$ cat src/hw/rtl/satl_pkg.sv
// Shared types and constants of the set-associative tag lookup.
package satl_pkg;

  localparam int unsigned AddrWidth  = 32;
  localparam int unsigned TagWidth   = 32;
  localparam int unsigned ShiftWidth = 5;
  localparam int unsigned MaskWidth  = 8;
  localparam int unsigned StallWidth = 6;
  localparam int unsigned WayOutWidth = 2;
  localparam int unsigned CfgIdxWidth = 2;
  localparam int unsigned CfgDataWidth = 8;
  localparam int unsigned LfsrWidth  = 16;

  localparam logic [StallWidth-1:0] MissStall = 6'd50;
  localparam logic [StallWidth-1:0] HitStall  = 6'd0;

  localparam logic [ShiftWidth-1:0] TagShiftReset   = 5'd13;
  localparam logic [ShiftWidth-1:0] IndexShiftReset = 5'd5;
  localparam logic [MaskWidth-1:0]  IndexMaskReset  = 8'd255;
  localparam logic [LfsrWidth-1:0]  LfsrReset       = 16'h0001;

  typedef enum logic [CfgIdxWidth-1:0] {
    REG_TAG_SHIFT   = 2'd0,
    REG_INDEX_SHIFT = 2'd1,
    REG_INDEX_MASK  = 2'd2
  } reg_idx_e;

  typedef struct packed {
    logic [ShiftWidth-1:0] tag_rshift;
    logic [ShiftWidth-1:0] index_shift;
    logic [MaskWidth-1:0]  index_mask;
  } cfg_t;

endpackage

$ cat src/hw/rtl/satl_cfg_regs.sv
// Configuration registers written over the configuration channel.
module satl_cfg_regs (
  input  logic                                clk_i,
  input  logic                                rst_ni,
  input  logic                                cfg_valid_i,
  output logic                                cfg_ready_o,
  input  logic [satl_pkg::CfgIdxWidth-1:0]    cfg_index_i,
  input  logic [satl_pkg::CfgDataWidth-1:0]   cfg_data_i,
  output satl_pkg::cfg_t                      cfg_o
);

  satl_pkg::cfg_t cfg_d, cfg_q;

  assign cfg_ready_o = 1'b1;
  assign cfg_o       = cfg_q;

  always_comb begin
    cfg_d = cfg_q;
    if (cfg_valid_i) begin
      unique case (satl_pkg::reg_idx_e'(cfg_index_i))
        satl_pkg::REG_TAG_SHIFT:   cfg_d.tag_rshift  = cfg_data_i[satl_pkg::ShiftWidth-1:0];
        satl_pkg::REG_INDEX_SHIFT: cfg_d.index_shift = cfg_data_i[satl_pkg::ShiftWidth-1:0];
        satl_pkg::REG_INDEX_MASK:  cfg_d.index_mask  = cfg_data_i[satl_pkg::MaskWidth-1:0];
        default:                   cfg_d = cfg_q;
      endcase
    end
  end

  always_ff @(posedge clk_i or negedge rst_ni) begin
    if (!rst_ni) begin
      cfg_q.tag_rshift  <= satl_pkg::TagShiftReset;
      cfg_q.index_shift <= satl_pkg::IndexShiftReset;
      cfg_q.index_mask  <= satl_pkg::IndexMaskReset;
    end else begin
      cfg_q <= cfg_d;
    end
  end

endmodule

$ cat config.mk
export PLATFORM = sky130hd
export DESIGN_NAME = satl_cfg_regs
export DESIGN_NICKNAME = d
export VERILOG_FILES = /design/src/hw/rtl/satl_pkg.sv /design/src/hw/rtl/satl_cfg_regs.sv
export SDC_FILE = /design/constraint.sdc
export NUM_CORES = 1
export LEC_CHECK = 0
export BUFFER_PORTS_ARGS = -buffer_cell sky130_fd_sc_hd__buf_2
export CORE_UTILIZATION = 47
export CTS_CLUSTER_SIZE = 28
export DETAILED_ROUTE_END_ITERATION = 12
export PLACE_DENSITY = 0.8
export SETUP_SLACK_MARGIN = 0.15
export SLEW_MARGIN = 20
export SYNTH_ARGS = -nofsm -noshare
export SYNTH_HDL_FRONTEND = slang
export SYNTH_SLANG_ARGS = --single-unit
$ cat constraint.sdc
create_clock -name clk_i -period 1.31 [get_ports clk_i]
set_input_delay 0.0655 -clock clk_i [delete_from_list [all_inputs] [get_ports clk_i]]
set_output_delay 0.0655 -clock clk_i [all_outputs]
set_load 0.02 [all_outputs]
==> key figures <==
Setup path
  – CP peak stage delay: 0.54 ns
  – CP Launch Point: cfg_o[10]
  – Slowest cell on crit path: dfstp_2
  – CP Class: flop to output pin
  – CP bufs+invs: 1
  – Crit path max fanout: 2
  – Worst setup SP type: flop
  – Top Family by Delay on Critical Path: flip-flops
  – Critical Path RT: 1.24 ns
  – Crit path DAT: 0.98 ns
  – Crit end category: output pin
  – FF-to-FF Start: cfg_o[12]
  – CP cell instances: buf_2

Synthesis
  – Top cell type's share of synthesized area: 0.4756
  – Mapped Area: ~720 um2
  – Post-synth EDFFs: 0
  – Sequential share of the synthesized area: 0.6498
  – Synth top cells by count: 18 x mux2_2, 13 x dfstp_2, 5 x dfrtp_1
  – Top FF cell, synth: dfstp_2
  – Mapped Cells: 41
  – Ranking of synthesized cells by area: dfstp_2 48%, mux2_2 28%, dfrtp_1 17%, nor3b_4 2.6%, nand3b_2 1.6%
  – Avg Inst Size Synth: 17.52 um2
  – Yosys warning count: 0
  – FF+latch count, synth: 18
  – Syn Nets: 54
  – Area leader, netlist: dfstp_2
  – Netlist cell types: 8
  – Post-synth ARST share: 1.000
  – Top-count cell post-synth: mux2_2

Hold path
  – HP Class: input port to flop
  – Hold path start: cfg_data_i[7]

GRT
  – Total grt overflow: 0
  – First-pass GRT wire length: 1511 um
  – GRT Util Overall: 0.1474
  – Initial antenna violation count: 0
  – Vias in the first global route: ~360
  – Largest net degree at the start of global routing: 19

Layout
  – Reg area: ~470 um2
  – Filler cell count: 101
  – Finished Cell Area: 925.9 um2
  – Max reg flops: 18
  – Layout area overhead: 28.92%
  – Nets@finish: 89
  – Footprint of the multi-input gates: 244.0 um2
  – ANT cells: 0
  – Fraction of layout cells with a size suffix above 1: 0.8933

Floorplan
  – Starting density of the core: 0.5256
  – # IOs: 32
  – Die area: approximately 1700 um2
  – Rows: 13
  – Die H: 41.09 um
  – Die Width: just over 40 um
  – Core Footprint: 1366 um2

Detailed routing
  – DRC violations left: 0
  – Wirelength per Cell: 13.42 um
  – Vias per inst: 5.022
  – Vias: between 400 and 500
  – Initial drt markers: 2
  – Routed wire length: 1208 um
  – Pre-antenna DRT Iters: 2
  – Final ANT Viol Nets: 0

CTS
  – Postcts setup bufs: 0
  – H-tree level count: 1
  – CTS tree: done
  – TritonCTS Buffers: 3
  – Maximum clock path buffer count: 2
  – Clk sinks: 18
  – Reg clk slew, reported paths: 0.09 ns
  – Clk_lat worst skew: 0.28 ns
  – Clk root buf: clkbuf_4

Pwr
  – P_leak: 0.0004327 uW
  – Worst vdd ir: 1.107 mV
  – Pwr Density: around 1600 nW/um2

Placement
  – Placer Congestion: around 0.65
  – Placed inst area: 879.6 um2
  – Port bufs: 30

Timing
  – Hold Violations, Final: 0
  – Fmax: around 960 MHz
  – Max Slew Vio Count: 0
  – Worst hold slack: 0.01226 ns
  – Setup TNS: 0 ns
  – Min cycle time layout: between 1 and 1.5 ns
  – RSZ-0062 raised after global routing: false
  – Final period util: 0.7983
  – Final Setup Violations: 0
  – Clock Skews: 0 ns

Outcome
  – Status: finished, final reports clean

Run
  – Max Cap Viol: 0
routing by layer:
| metal | GRT usage | share of wire | vias to the layer above |
|---|---|---|---|
| li1 | - | - | 214 |
| met1 | 0.1707 | 0.42 | 217 |
| met2 | 0.2539 | 0.51 | 21 |
| met3 | 0.03261 | 0.070 | 0 |
| met4 | 0.07258 | 0 | 0 |
| met5 | 0 | 0 | - |
area by class of cell:
| class | count | share of cell area |
|---|---|---|
| sequential | 18 | 0.5041 |
| tap | 15 | 0.02027 |
| clock buffer | 4 | 0.03919 |
| multi-input combinational | 22 | 0.2635 |
| timing repair buffer | 31 | 0.1730 |
stage by stage:
step           utilization  instances  setup slack, ns  total power (uW)
2_1_floorplan            -         41           0.4826              1030
3_3_place_gp        0.6438         85           0.3131              1170
3_5_place_dp        0.6438         85           0.2774              1182
4_1_cts             0.6777         90           0.2534              1511
5_1_grt             0.6777         90           0.2205              1573
6_report            0.6777         90           0.2643              1493
final timing paths:
path	to	slack, ns	cells past startpoint
max in group asynchronous	cfg_o[1]	0.78	2
worst min register to register	cfg_o[11]	0.51	1
worst min-delay path	cfg_o[7]	0.01	2
worst max register to register	cfg_o[12]	0.55	1
worst max-delay path	cfg_o[10]	0.26	1
min in group asynchronous	cfg_o[11]	0.22	2
cells by family (layout without fill, tap and decap cells):
logic type             after synthesis  count (layout)  synth area share
muxes                               18              18            0.2822
DFF                                 18              18            0.6498
and+or+nand+nor                      3               3           0.05227
other                                1               1          0.005221
buffers and inverters                1              35           0.01046
where the power goes:
part | internal [uW] | total, uW | switching, uW
sequential | 715 | 761 | 46.3
combinational | 173 | 407 | 234
clock | 169 | 325 | 156
total | 1060 | 1490 | 437
what timing repair did:
| item | 4_1_cts | 5_1_grt |
|---|---|---|
| hold buffers | 1 | 0 |
| endpoints found under the hold margin | 18 | 0 |
| gates resized for setup | 0 | 0 |
cell usage in the layout, fill, tap and decap left out:
| cell | n |
|---|---|
| clkbuf_8 | 1 |
| dfrtp_1 | 5 |
| mux2_2 | 18 |
| dfstp_2 | 13 |
| clkbuf_4 | 3 |
| dlygate4sd3_1 | 1 |
| conb_1 | 1 |
| nand3b_1 | 1 |
| buf_2 | 30 |
| nor3b_4 | 1 |
| nand3b_2 | 1 |
Power figures use the tool's default switching activity.
