--- config.mk ---
export PLATFORM = sky130hd
export DESIGN_NAME = satl_victim
export DESIGN_NICKNAME = d
export VERILOG_FILES = /design/src/hw/rtl/satl_pkg.sv /design/src/hw/rtl/satl_victim.sv
export SDC_FILE = /design/constraint.sdc
export NUM_CORES = 1
export LEC_CHECK = 0
export ABC_AREA = 0
export BUFFER_PORTS_ARGS = -buffer_cell sky130_fd_sc_hd__buf_4
export CAP_MARGIN = 20
export CELL_PAD_IN_SITES_DETAIL_PLACEMENT = 1
export CELL_PAD_IN_SITES_GLOBAL_PLACEMENT = 1
export CORE_AREA = 2 2 39 41
export CTS_BUF_LIST = sky130_fd_sc_hd__clkbuf_4
export DETAILED_ROUTE_END_ITERATION = 10
export DIE_AREA = 0 0 41 43
export HOLD_SLACK_MARGIN = 0.12
export MAX_ROUTING_LAYER = met4
export PLACE_DENSITY = 0.87
export SLEW_MARGIN = 30
export SYNTH_ARGS = -nofsm -noshare
export SYNTH_HDL_FRONTEND = slang
export SYNTH_SLANG_ARGS = --single-unit
--- constraint.sdc ---
create_clock -name clk_i -period 3.3 [get_ports clk_i]
set_clock_uncertainty 0.2 [all_clocks]
set_input_delay 0.66 -clock clk_i [delete_from_list [all_inputs] [get_ports clk_i]]
set_output_delay 0.66 -clock clk_i [all_outputs]
set_load 0.02 [all_outputs]
--- src/hw/rtl/satl_pkg.sv ---
// Shared types and constants of the set-associative tag lookup.
package satl_pkg;

  localparam int unsigned AddrWidth  = 32;
  localparam int unsigned TagWidth   = 32;
  localparam int unsigned ShiftWidth = 5;
  localparam int unsigned MaskWidth  = 8;
  localparam int unsigned StallWidth = 6;
  localparam int unsigned WayOutWidth = 2;
  localparam int unsigned CfgIdxWidth = 2;
  localparam int unsigned CfgDataWidth = 8;
  localparam int unsigned LfsrWidth  = 16;

  localparam logic [StallWidth-1:0] MissStall = 6'd50;
  localparam logic [StallWidth-1:0] HitStall  = 6'd0;

  localparam logic [ShiftWidth-1:0] TagShiftReset   = 5'd13;
  localparam logic [ShiftWidth-1:0] IndexShiftReset = 5'd5;
  localparam logic [MaskWidth-1:0]  IndexMaskReset  = 8'd255;
  localparam logic [LfsrWidth-1:0]  LfsrReset       = 16'h0001;

  typedef enum logic [CfgIdxWidth-1:0] {
    REG_TAG_SHIFT   = 2'd0,
    REG_INDEX_SHIFT = 2'd1,
    REG_INDEX_MASK  = 2'd2
  } reg_idx_e;

  typedef struct packed {
    logic [ShiftWidth-1:0] tag_rshift;
    logic [ShiftWidth-1:0] index_shift;
    logic [MaskWidth-1:0]  index_mask;
  } cfg_t;

endpackage

--- src/hw/rtl/satl_victim.sv ---
// Replacement LFSR and the reduction of its stepped value to a way number.
module satl_victim #(
  parameter int unsigned Ways = 4,
  parameter int unsigned WayW = 2
) (
  input  logic            clk_i,
  input  logic            rst_ni,
  input  logic            step_i,
  output logic [WayW-1:0] way_o
);

  localparam int unsigned ModW = 5;
  localparam logic [ModW:0] WaysC = (ModW+1)'(Ways);

  logic [satl_pkg::LfsrWidth-1:0] lfsr_d, lfsr_q;
  logic                           feedback;
  logic [ModW-1:0]                hi_mod [256];
  logic [ModW-1:0]                lo_mod [256];
  logic [ModW:0]                  mod_sum;
  logic [ModW:0]                  mod_red;

  for (genvar g = 0; g < 256; g++) begin : g_mod
    assign hi_mod[g] = ModW'((g * 256) % Ways);
    assign lo_mod[g] = ModW'(g % Ways);
  end

  assign feedback = lfsr_q[0] ^ lfsr_q[2] ^ lfsr_q[3] ^ lfsr_q[5];
  assign lfsr_d   = {feedback, lfsr_q[satl_pkg::LfsrWidth-1:1]};

  assign mod_sum = {1'b0, hi_mod[lfsr_d[15:8]]} + {1'b0, lo_mod[lfsr_d[7:0]]};
  assign mod_red = (mod_sum >= WaysC) ? (mod_sum - WaysC) : mod_sum;
  assign way_o   = mod_red[WayW-1:0];

  always_ff @(posedge clk_i or negedge rst_ni) begin
    if (!rst_ni) begin
      lfsr_q <= satl_pkg::LfsrReset;
    end else if (step_i) begin
      lfsr_q <= lfsr_d;
    end
  end

  a_lfsr_nonzero: assert property (@(posedge clk_i) disable iff (!rst_ni)
    lfsr_q != '0) else $error("replacement LFSR reached the all-zero state");

  a_way_in_range: assert property (@(posedge clk_i) disable iff (!rst_ni)
    mod_red < WaysC) else $error("random way beyond the way count");

  a_step_moves: assert property (@(posedge clk_i) disable iff (!rst_ni)
    step_i |=> lfsr_q == $past(lfsr_d)) else $error("LFSR did not take its next value");

endmodule

==> impl_metrics.json, run 1 <==
{
  "max_freq_ghz": 0.572,
  "critical_path_buf_inv_count": 1,
  "start_util": 0.493,
  "detail_route.iter0.violations": 0,
  "power.ir.vdd_worst_uv": 435,
  "static-leakage-power_nw": 0.324,
  "clock_tree_from_tritoncts": "yes",
  "number_of_cells_on_the_worst_reg_to_reg_path": 3,
  "cts-resized-gates": 0,
  "preCtsSetupSlack_ns": 1.69,
  "slew_violations": 0,
  "outcome": "finished, final reports clean",
  "cts_hold_buf": 1,
  "finalInstanceArea_um2": 722,
  "worst_hold_path_type": "reg2reg",
  "detail_route.wirelength_um": 1000,
  "layout_worst_path_cycle_share": 0.529,
  "crit_path_max_fanout": 4,
  "setup-tns-final_ns": 0,
  "avgRoutedWirePerCell_um": 16.4,
  "min_delay_worst_endpoint": "lfsr_q[12]",
  "clock_tree.htree_level_count": 1,
  "antenna_left": 0,
  "cp_data_arrival_time_ns": 0.89,
  "synth.net_count": 43,
  "detailroute.via_count": 308,
  "avgSynthCellArea_um2": 17.0,
  "synth_simple_gate_area_frac": 0.00550,
  "grt_first_pass_wirelength_um": 1760,
  "finish.utilization": 0.522,
  "port_buffers": 4,
  "worstSkewPairLatency_ns": 0.29,
  "postPlaceCellArea_um2": 686,
  "biggestRegsByFlops": "lfsr_q x16",
  "worstReg2RegStart": "lfsr_q[0]",
  "grt_usage": 0.170,
  "timing_hold_violations_final": 0,
  "placementRows": 14,
  "largest_register": "lfsr_q",
  "final-setup-viol-count": 0,
  "worst_path_dominant_cell_family": "flip-flops",
  "slew_headroom": 0.834,
  "drive_above_1_share": 0.511,
  "timing_worst_setup_path_type": "reg2out",
  "routed_via_density": 5.05,
  "post_synth_xor_area_fraction": 0.0385,
  "number_of_global_route_vias_before_repair": 362,
  "top_sig_layer": "met4",
  "regToRegSetupSlack_ns": 2.05,
  "critPathLaunchType": "flop",
  "weighted_congestion_reported_at_the_end_of_routability_driven_placement": 0.709,
  "holdPathStages": 1,
  "setup_slack_ns": 1.55,
  "met3WireLength_um": 50,
  "core_area_mm2": 0.00138,
  "dr.pass1.iters": 1,
  "chipHeight_um": 43,
  "unrepaired_setup_endpoints_after_global_routing": "no",
  "synth_top_family_by_area": "multiplexers",
  "area_growth_pct": 5.87,
  "antenna-diode-count": 0,
  "drv.max_cap_violation_count": 0,
  "cts_sinks": 16,
  "maximum_number_of_pins_on_one_net_before_global_route_repair": 18,
  "synth_cell_types": 10,
  "crit_chain": "buf_4",
  "post-cts-setup-buffer-count": 0,
  "number_of_buffers_created_by_cts": 3,
  "cellPowerDensity_mw_per_mm2": 987,
  "fp.dieArea_mm2": 0.00176,
  "min_period_ns": 1.75,
  "ys.warnings.count": 0,
  "critPathMaxStageDelay_ns": 0.42,
  "clkTransAtPathRegs_ns": 0.08,
  "worstPathRequired_ns": 2.44,
  "drc": 0,
  "largest_reg_flops": 16,
  "worst-slew-pin-transition_ns": 0.249,
  "sequential_share_of_the_synthesized_area": 0.589,
  "timing.hold.worst.start": "lfsr_q[13]",
  "dp_hpwl_um": 729,
  "gr-total-overflow": 0,
  "yosys_register_bits": 16,
  "antenna_found_initial": 0,
  "layout.nets": 49,
  "critical_path.reg2reg.endpoint": "lfsr_q[15]",
  "cts-root-buf": "sky130_fd_sc_hd__clkbuf_4",
  "critPathCaptureType": "output pin",
  "die_x_um": 41,
  "ioPinCount": 5,
  "adder_cell_fraction_of_synth_area": 0,
  "synth_compound_area_frac": 0.00734,
  "netlist_instances": 40,
  "synth.mux.area_fraction": 0.292,
  "worst_path_max_delay_cell": "sky130_fd_sc_hd__dfrtp_1",
  "detail_route.wirelength.met1_um": 427,
  "synthesis.area_um2": 682,
  "ctsLongestPathBuffers": 2,
  "wl_met2_um": 506
}
[cell usage in the layout (no fill, tap or decap)]
master / synthesis / final
sky130_fd_sc_hd__dfrtp_1: 15 / 15
sky130_fd_sc_hd__mux2_4: 8 / 8
sky130_fd_sc_hd__mux2_2: 7 / 7
sky130_fd_sc_hd__buf_4: 2 / 4
sky130_fd_sc_hd__xnor2_1: 3 / 3
sky130_fd_sc_hd__clkbuf_4: 0 / 3
sky130_fd_sc_hd__nor2_1: 1 / 1
sky130_fd_sc_hd__a21oi_1: 1 / 1
sky130_fd_sc_hd__clkinv_1: 0 / 1
sky130_fd_sc_hd__dlygate4sd3_1: 0 / 1
sky130_fd_sc_hd__dfstp_2: 1 / 1
[per-layer routing]
metal  global-route usage  up-vias
li1                     -      142
met4               0.0800        0
met5                    -        -
met2                0.231        7
met3               0.0942        3
met1                0.201      156
[metrics by stage]
stage	hold slack [ns]	std cells	total power, mW
floorplan	0.164	40	0.561
finish	0.310	61	0.712
global route	0.339	61	0.769
CTS	0.314	61	0.728
detailed placement	0.293	56	0.617
global placement	0.285	56	0.586
[synthesized netlist by cell type, drive strengths merged]
cell type / instances / area (um2)
a21oi: 1 / 5.00
buf: 4 / 46.3
dfrtp: 15 / 375
dfstp: 1 / 26.3
mux2: 15 / 199
nor2: 1 / 3.75
xnor2: 3 / 26.3
[worst max-delay path by stage]
stage	start	to	slack [ns]	cells after the start
3_5_place_dp	step_i	lfsr_q[3]	1.69	2
3_3_place_gp	step_i	lfsr_q[14]	1.73	2
2_1_floorplan	step_i	lfsr_q[10]	1.78	3
4_1_cts	lfsr_q[2]	way_o[1]	1.54	1
5_1_grt	lfsr_q[2]	way_o[1]	1.49	1
6_report	lfsr_q[2]	way_o[1]	1.55	1
[area by class of cell]
cell class / count / area (um2)
Fill cell: 133 / 662
Sequential cell: 16 / 402
Clock buffer: 3 / 22.5
Multi-Input combinational cell: 20 / 234
Clock inverter: 1 / 3.75
Tap cell: 16 / 20.0
Timing Repair Buffer: 5 / 40.0
[report_power, final]
group / total, mW / internal, mW / switching (mW)
clock network: 0.106 / 0.0441 / 0.0617
logic: 0.238 / 0.155 / 0.0830
registers: 0.369 / 0.301 / 0.0676
[cells by family after synthesis]
kind of cell / Yosys count
flip-flops: 16
multiplexers: 15
buffers and inverters: 4
XOR/XNOR: 3
AO/OA/AOI/OAI: 1
AND/OR/NAND/NOR: 1
No activity file was read; power rests on OpenSTA's default activity.
==> run 2: changes to the inputs <==
--- a/config.mk
+++ b/config.mk
@@ -10,10 +10,10 @@
 export CAP_MARGIN = 20
 export CELL_PAD_IN_SITES_DETAIL_PLACEMENT = 1
 export CELL_PAD_IN_SITES_GLOBAL_PLACEMENT = 1
-export CORE_AREA = 2 2 39 41
+export CORE_MARGIN = 2
+export CORE_UTILIZATION = 51
 export CTS_BUF_LIST = sky130_fd_sc_hd__clkbuf_4
 export DETAILED_ROUTE_END_ITERATION = 10
-export DIE_AREA = 0 0 41 43
 export HOLD_SLACK_MARGIN = 0.12
 export MAX_ROUTING_LAYER = met4
 export PLACE_DENSITY = 0.87
==> constraint.sdc (replaced) <==
create_clock -name clk_i -period 1.7 [get_ports clk_i]
set_clock_uncertainty 0.2 [all_clocks]
set_input_delay 0.34 -clock clk_i [delete_from_list [all_inputs] [get_ports clk_i]]
set_output_delay 0.34 -clock clk_i [all_outputs]
set_load 0.02 [all_outputs]
==> run 2 against run 1 <==
Against the previous run: cell count shrank 1.6%; flip-flop and latch count is the same; power grew 93%; final area grew 0.35%; non-clock buffer count is the same; clock power grew 97%; core utilization grew 4.9 points; sequential power grew 96%; critical path depth is the same; global-route usage shrank 2.2 points; critical path type unchanged; critical endpoint unchanged.
==> impl_metrics.json, run 2 (synthesis results as in run 1) <==
{
  "regToRegSetupSlack_ns": 0.48,
  "core_area_mm2": 0.00127,
  "worstPathRequired_ns": 1.16,
  "max_freq_ghz": 0.708,
  "port_buffers": 4,
  "drv.max_cap_violation_count": 0,
  "number_of_cells_on_the_worst_reg_to_reg_path": 3,
  "layout_worst_path_cycle_share": 0.831,
  "cellPowerDensity_mw_per_mm2": 1900,
  "crit_path_max_fanout": 4,
  "static-leakage-power_nw": 0.327,
  "comb_power_share": 0.323,
  "p_sw_frac": 0.279,
  "worst_hold_path_type": "in2async",
  "cp_num_cells": 1,
  "biggestRegsByFlops": "lfsr_q x16",
  "critPathLaunchType": "flop",
  "antenna-diode-count": 0,
  "cts_sinks": 16,
  "ioPinCount": 5,
  "critical_path.reg2reg.endpoint": "lfsr_q[15]",
  "routed_via_density": 5.18,
  "avgRoutedWirePerCell_um": 14.7,
  "worst_path_dominant_cell_family": "flip-flops",
  "weighted_congestion_reported_at_the_end_of_routability_driven_placement": 0.683,
  "post-cts-setup-buffer-count": 0,
  "worst-slew-pin-transition_ns": 0.240,
  "number_of_buffers_created_by_cts": 3,
  "worstReg2RegStart": "lfsr_q[0]",
  "timing_hold_violations_final": 0,
  "net_switching_power_of_the_design_uw": 384,
  "internal_power_uw": 992,
  "cp_data_arrival_time_ns": 0.87,
  "layout.nets": 49,
  "grt_first_pass_wirelength_um": 1440,
  "detailroute.via_count": 311,
  "critical_path_buf_inv_count": 1,
  "ctsLongestPathBuffers": 2,
  "layout_common_cells": "15 x sky130_fd_sc_hd__dfrtp_1, 8 x sky130_fd_sc_hd__mux2_4, 7 x sky130_fd_sc_hd__mux2_2",
  "fp.dieArea_mm2": 0.00165,
  "gr-total-overflow": 0,
  "outcome": "finished, final reports clean",
  "clock_tree_from_tritoncts": "yes",
  "clkTransAtPathRegs_ns": 0.09,
  "setup-tns-final_ns": 0,
  "antenna_left": 0,
  "min_period_ns": 1.41,
  "number_of_global_route_vias_before_repair": 305,
  "dr.pass1.iters": 2,
  "die_x_um": 40.6,
  "critPathMaxStageDelay_ns": 0.43,
  "slew_violations": 0,
  "power.ir.vdd_worst_uv": 793,
  "timing_worst_setup_path_type": "reg2out",
  "largest_reg_flops": 16,
  "grt_usage": 0.149,
  "worstSkewPairLatency_ns": 0.27,
  "maximum_number_of_pins_on_one_net_before_global_route_repair": 18,
  "critPathCaptureType": "output pin",
  "slew_headroom": 0.840,
  "area_growth_pct": 6.24,
  "antenna_found_initial": 0,
  "layout_commonest_cell": "sky130_fd_sc_hd__dfrtp_1",
  "clock_tree.htree_level_count": 1,
  "global_route_met2_utilization": 0.206,
  "crit_chain": "buf_4",
  "final-setup-viol-count": 0,
  "pwr-share-clk": 0.152,
  "chipHeight_um": 40.6,
  "largest_register": "lfsr_q",
  "drive_above_1_share": 0.533,
  "finish.utilization": 0.571,
  "cts-resized-gates": 0,
  "drc": 0,
  "unrepaired_setup_endpoints_after_global_routing": "no",
  "global_route.usage.met1": 0.191,
  "grt-busiest-layer": "met2",
  "start_util": 0.537,
  "seq_power_share": 0.525,
  "met3_usage": 0.0333,
  "cts-root-buf": "sky130_fd_sc_hd__clkbuf_4",
  "placementRows": 13,
  "worst_path_max_delay_cell": "sky130_fd_sc_hd__dfrtp_1",
  "detail_route.iter0.violations": 2,
  "filler_cell_count": 118,
  "detail_route.wirelength_um": 879
}
[run 2: area by class of cell]
cell class	count	area, um2	share of cell area
Clock buffer	4	30.0	0.0415
Tap cell	15	18.8	0.0259
Multi-Input combinational cell	20	234	0.323
Timing Repair Buffer	5	40.0	0.0553
Sequential cell	16	402	0.554
[run 2: power by group through the flow]
| stage | clock (mW) | sequential (mW) | combinational, mW |
|---|---|---|---|
| 2_1_floorplan | 0 | 0.679 | 0.410 |
| 3_3_place_gp | 0 | 0.706 | 0.432 |
| 3_5_place_dp | 0 | 0.732 | 0.449 |
| 4_1_cts | 0.220 | 0.726 | 0.453 |
| 5_1_grt | 0.240 | 0.751 | 0.487 |
| 6_report | 0.209 | 0.722 | 0.445 |
[run 2: per-stage QoR]
stage	setup slack [ns]	hold WS [ns]	cell area, um2	instances	total power [mW]
floorplan	0.499	-0.156	682	40	1.09
CTS	0.275	0.238	724	60	1.40
finish	0.287	0.245	724	60	1.38
global route	0.255	0.253	724	60	1.48
detailed placement	0.413	0.00466	684	55	1.18
global placement	0.450	-0.00334	684	55	1.14
[run 2: worst max path at each step]
stage                    from         end  slack, ns
floorplan              step_i  lfsr_q[10]       0.50
global placement       step_i   lfsr_q[3]       0.45
detailed placement     step_i  lfsr_q[13]       0.41
CTS                 lfsr_q[2]    way_o[1]       0.28
global route        lfsr_q[2]    way_o[1]       0.26
finish              lfsr_q[2]    way_o[1]       0.29
[run 2: per-layer routing]
metal | wire length, um | part of all wire | vias up
li1 | - | - | 143
met1 | 395 | 0.45 | 162
met2 | 441 | 0.50 | 4
met3 | 31 | 0.035 | 2
met4 | 10 | 0.011 | 0
met5 | 0 | 0 | -
[run 2: timing repair]
| item | in CTS | in global routing |
|---|---|---|
| hold buffers | 1 | 0 |
| setup endpoints to repair | 0 | 0 |
| endpoints found under the hold margin | 16 | 0 |
==> run 3: changes to the inputs <==
--- a/config.mk
+++ b/config.mk
@@ -11,12 +11,12 @@
 export CELL_PAD_IN_SITES_DETAIL_PLACEMENT = 1
 export CELL_PAD_IN_SITES_GLOBAL_PLACEMENT = 1
 export CORE_MARGIN = 2
-export CORE_UTILIZATION = 51
+export CORE_UTILIZATION = 46
 export CTS_BUF_LIST = sky130_fd_sc_hd__clkbuf_4
 export DETAILED_ROUTE_END_ITERATION = 10
 export HOLD_SLACK_MARGIN = 0.12
 export MAX_ROUTING_LAYER = met4
-export PLACE_DENSITY = 0.87
+export PLACE_DENSITY = 0.83
 export SLEW_MARGIN = 30
 export SYNTH_ARGS = -nofsm -noshare
 export SYNTH_HDL_FRONTEND = slang
==> constraint.sdc (replaced) <==
create_clock -name clk_i -period 1.25 [get_ports clk_i]
set_clock_uncertainty 0.2 [all_clocks]
set_input_delay 0.25 -clock clk_i [delete_from_list [all_inputs] [get_ports clk_i]]
set_output_delay 0.25 -clock clk_i [all_outputs]
set_load 0.02 [all_outputs]
==> run 3 against run 2 <==
Against the previous run: the run now ends with negative setup slack left; flip-flop and latch count is the same; clock power is 43% higher; non-clock buffer count up 3; cell count up 5.0%; combinational power rose by 69%; global-route usage up 0.085 points; die area rose by 9.8%; register-to-register slack got worse by 0.46 ns; first-iteration DRC count up 50%; clock-buffer cell count stayed put; largest cell class unchanged; largest power group unchanged.
==> impl_metrics.json, run 3 (synthesis results as in run 1) <==
{
  "outcome": "complete, but fails checks",
  "failed_checks": "negative setup slack",
  "static-leakage-power_nw": 0.350,
  "detailroute.via_count": 324,
  "setup_slack_ns": -0.0388,
  "layout_common_cells": "15 x sky130_fd_sc_hd__dfrtp_1, 8 x sky130_fd_sc_hd__mux2_4, 7 x sky130_fd_sc_hd__mux2_2",
  "cellPowerDensity_mw_per_mm2": 2660,
  "drive_above_1_share": 0.583,
  "internal_power_mw": 1.45,
  "routed_via_density": 5.14,
  "worstSkewPairLatency_ns": 0.28,
  "seq_power_share": 0.481,
  "critical_path.reg2reg.endpoint": "lfsr_q[1]",
  "largest_register": "lfsr_q",
  "placed_cells": 55,
  "critPathLaunchType": "flop",
  "p_sw_frac": 0.285,
  "drv.max_cap_violation_count": 0,
  "dp_hpwl_um": 701,
  "worst_path_max_delay_cell": "sky130_fd_sc_hd__dfrtp_1",
  "slew_violations": 0,
  "fp.dieArea_mm2": 0.00181,
  "clock_tree.htree_level_count": 1,
  "final-seq-area_um2": 402,
  "ioPinCount": 5,
  "antenna_left": 0,
  "unrepaired_setup_endpoints_after_global_routing": "yes",
  "layout.nets": 52,
  "grt_usage": 0.149,
  "port_buffers": 4,
  "cts_sinks": 16,
  "maximum_number_of_pins_on_one_net_before_global_route_repair": 18,
  "number_of_buffers_created_by_cts": 3,
  "timing_worst_setup_path_type": "reg2out",
  "dr.pass1.iters": 2,
  "post_layout_nonfiller_instances": 63,
  "timing_hold_violations_final": 0,
  "finalInstanceArea_um2": 762,
  "core_area_mm2": 0.00135,
  "crit_chain": "buf_6",
  "pwr-share-clk": 0.148,
  "worstReg2RegStart": "lfsr_q[1]",
  "drc": 0,
  "placementRows": 13,
  "critical_path_buf_inv_count": 1,
  "antenna-diode-count": 0,
  "crit_path_max_fanout": 2,
  "worst_hold_path_type": "in2async",
  "critPathMaxStageDelay_ns": 0.41,
  "cts-root-buf": "sky130_fd_sc_hd__clkbuf_4",
  "detail_route.wirelength.met1_um": 423,
  "finish.utilization": 0.564,
  "antenna_found_initial": 0,
  "grt_first_pass_wirelength_um": 1850,
  "wl_met2_um": 552,
  "filler_cell_count": 122,
  "final-setup-viol-count": 2,
  "area_growth_pct": 11.7,
  "top_sig_layer": "met4",
  "clkTransAtPathRegs_ns": 0.09,
  "avgRoutedWirePerCell_um": 16.3,
  "slew_headroom": 0.833,
  "largest_reg_flops": 16,
  "number_of_cells_on_the_worst_reg_to_reg_path": 3,
  "start_util": 0.505,
  "worst_path_dominant_cell_family": "flip-flops",
  "met3WireLength_um": 33,
  "detail_route.wirelength_um": 1030,
  "net_switching_power_of_the_design_uw": 577,
  "power.ir.vdd_worst_uv": 1080,
  "layout_commonest_cell": "sky130_fd_sc_hd__dfrtp_1",
  "multi_input_area_um2": 241,
  "max_freq_ghz": 0.776,
  "comb_power_share": 0.372,
  "worst-slew-pin-transition_ns": 0.250,
  "regToRegSetupSlack_ns": 0.02,
  "layout_worst_path_cycle_share": 1.03,
  "chipHeight_um": 42.5,
  "critPathCaptureType": "output pin",
  "clock_tree_from_tritoncts": "yes",
  "gr-total-overflow": 0,
  "worstPathRequired_ns": 0.80,
  "detail_route.iter0.violations": 3,
  "ctsLongestPathBuffers": 2,
  "postPlaceCellArea_um2": 684,
  "die_x_um": 42.5,
  "weighted_congestion_reported_at_the_end_of_routability_driven_placement": 0.704,
  "biggestRegsByFlops": "lfsr_q x16",
  "number_of_global_route_vias_before_repair": 377,
  "design_power_total_mw": 2.03,
  "cp_data_arrival_time_ns": 0.84,
  "min_period_ns": 1.29
}
run 3: changes by cell type in the layout (fill, tap and decap cells not counted):
cell / before / now
sky130_fd_sc_hd__xnor2_1: 3 / 2
sky130_fd_sc_hd__buf_4: 4 / 5
sky130_fd_sc_hd__buf_6: 0 / 2
sky130_fd_sc_hd__xnor2_2: 0 / 1
run 3: final cells by class:
type                            instances  share of cell area
Sequential cell                        16               0.527
Timing Repair Buffer                    8              0.0920
Tap cell                               15              0.0246
Multi-Input combinational cell         20               0.317
Clock buffer                            4              0.0394
run 3: power by group through the flow:
stage | Combinational, mW | Clock, mW | Sequential (mW)
5_1_grt | 0.826 | 0.339 | 1.00
2_1_floorplan | 0.557 | 0 | 0.923
4_1_cts | 0.738 | 0.312 | 0.978
3_3_place_gp | 0.585 | 0 | 0.960
6_report | 0.752 | 0.299 | 0.974
3_5_place_dp | 0.617 | 0 | 0.996
run 3: worst max-delay path by stage:
stage	startpoint	endpoint	slack [ns]	cells after the start
floorplan	lfsr_q[0]	lfsr_q[15]	0.1	3
global placement	lfsr_q[0]	lfsr_q[15]	0.07	3
detailed placement	lfsr_q[0]	lfsr_q[15]	0.04	3
CTS	lfsr_q[2]	way_o[1]	-0.05	1
global route	lfsr_q[2]	way_o[1]	-0.07	1
finish	lfsr_q[2]	way_o[1]	-0.04	1
run 3: metrics by stage:
stage	setup TNS [ns]	hold WS, ns	setup slack [ns]
after floorplan	0	-0.246	0.0953
after detailed placement	0	-0.0846	0.0376
after global placement	0	-0.0908	0.0726
final	-0.0468	0.147	-0.0388
after CTS	-0.0967	0.140	-0.0537
after global routing	-0.187	0.157	-0.0709
run 3: what timing repair did:
action / in CTS / in global routing
pin swaps: 1 / 3
hold buffers: 1 / 0
setup endpoints to repair: 2 / 3
buffers inserted: 2 / 1
resized for setup: 3 / 0
endpoints found under the hold margin: 16 / 0
run 3: layer usage:
layer / up-vias / global-route usage
li1: 148 / -
met1: 166 / 0.175
met2: 8 / 0.234
met3: 2 / 0.0259
met4: 0 / 0.100
met5: - / -
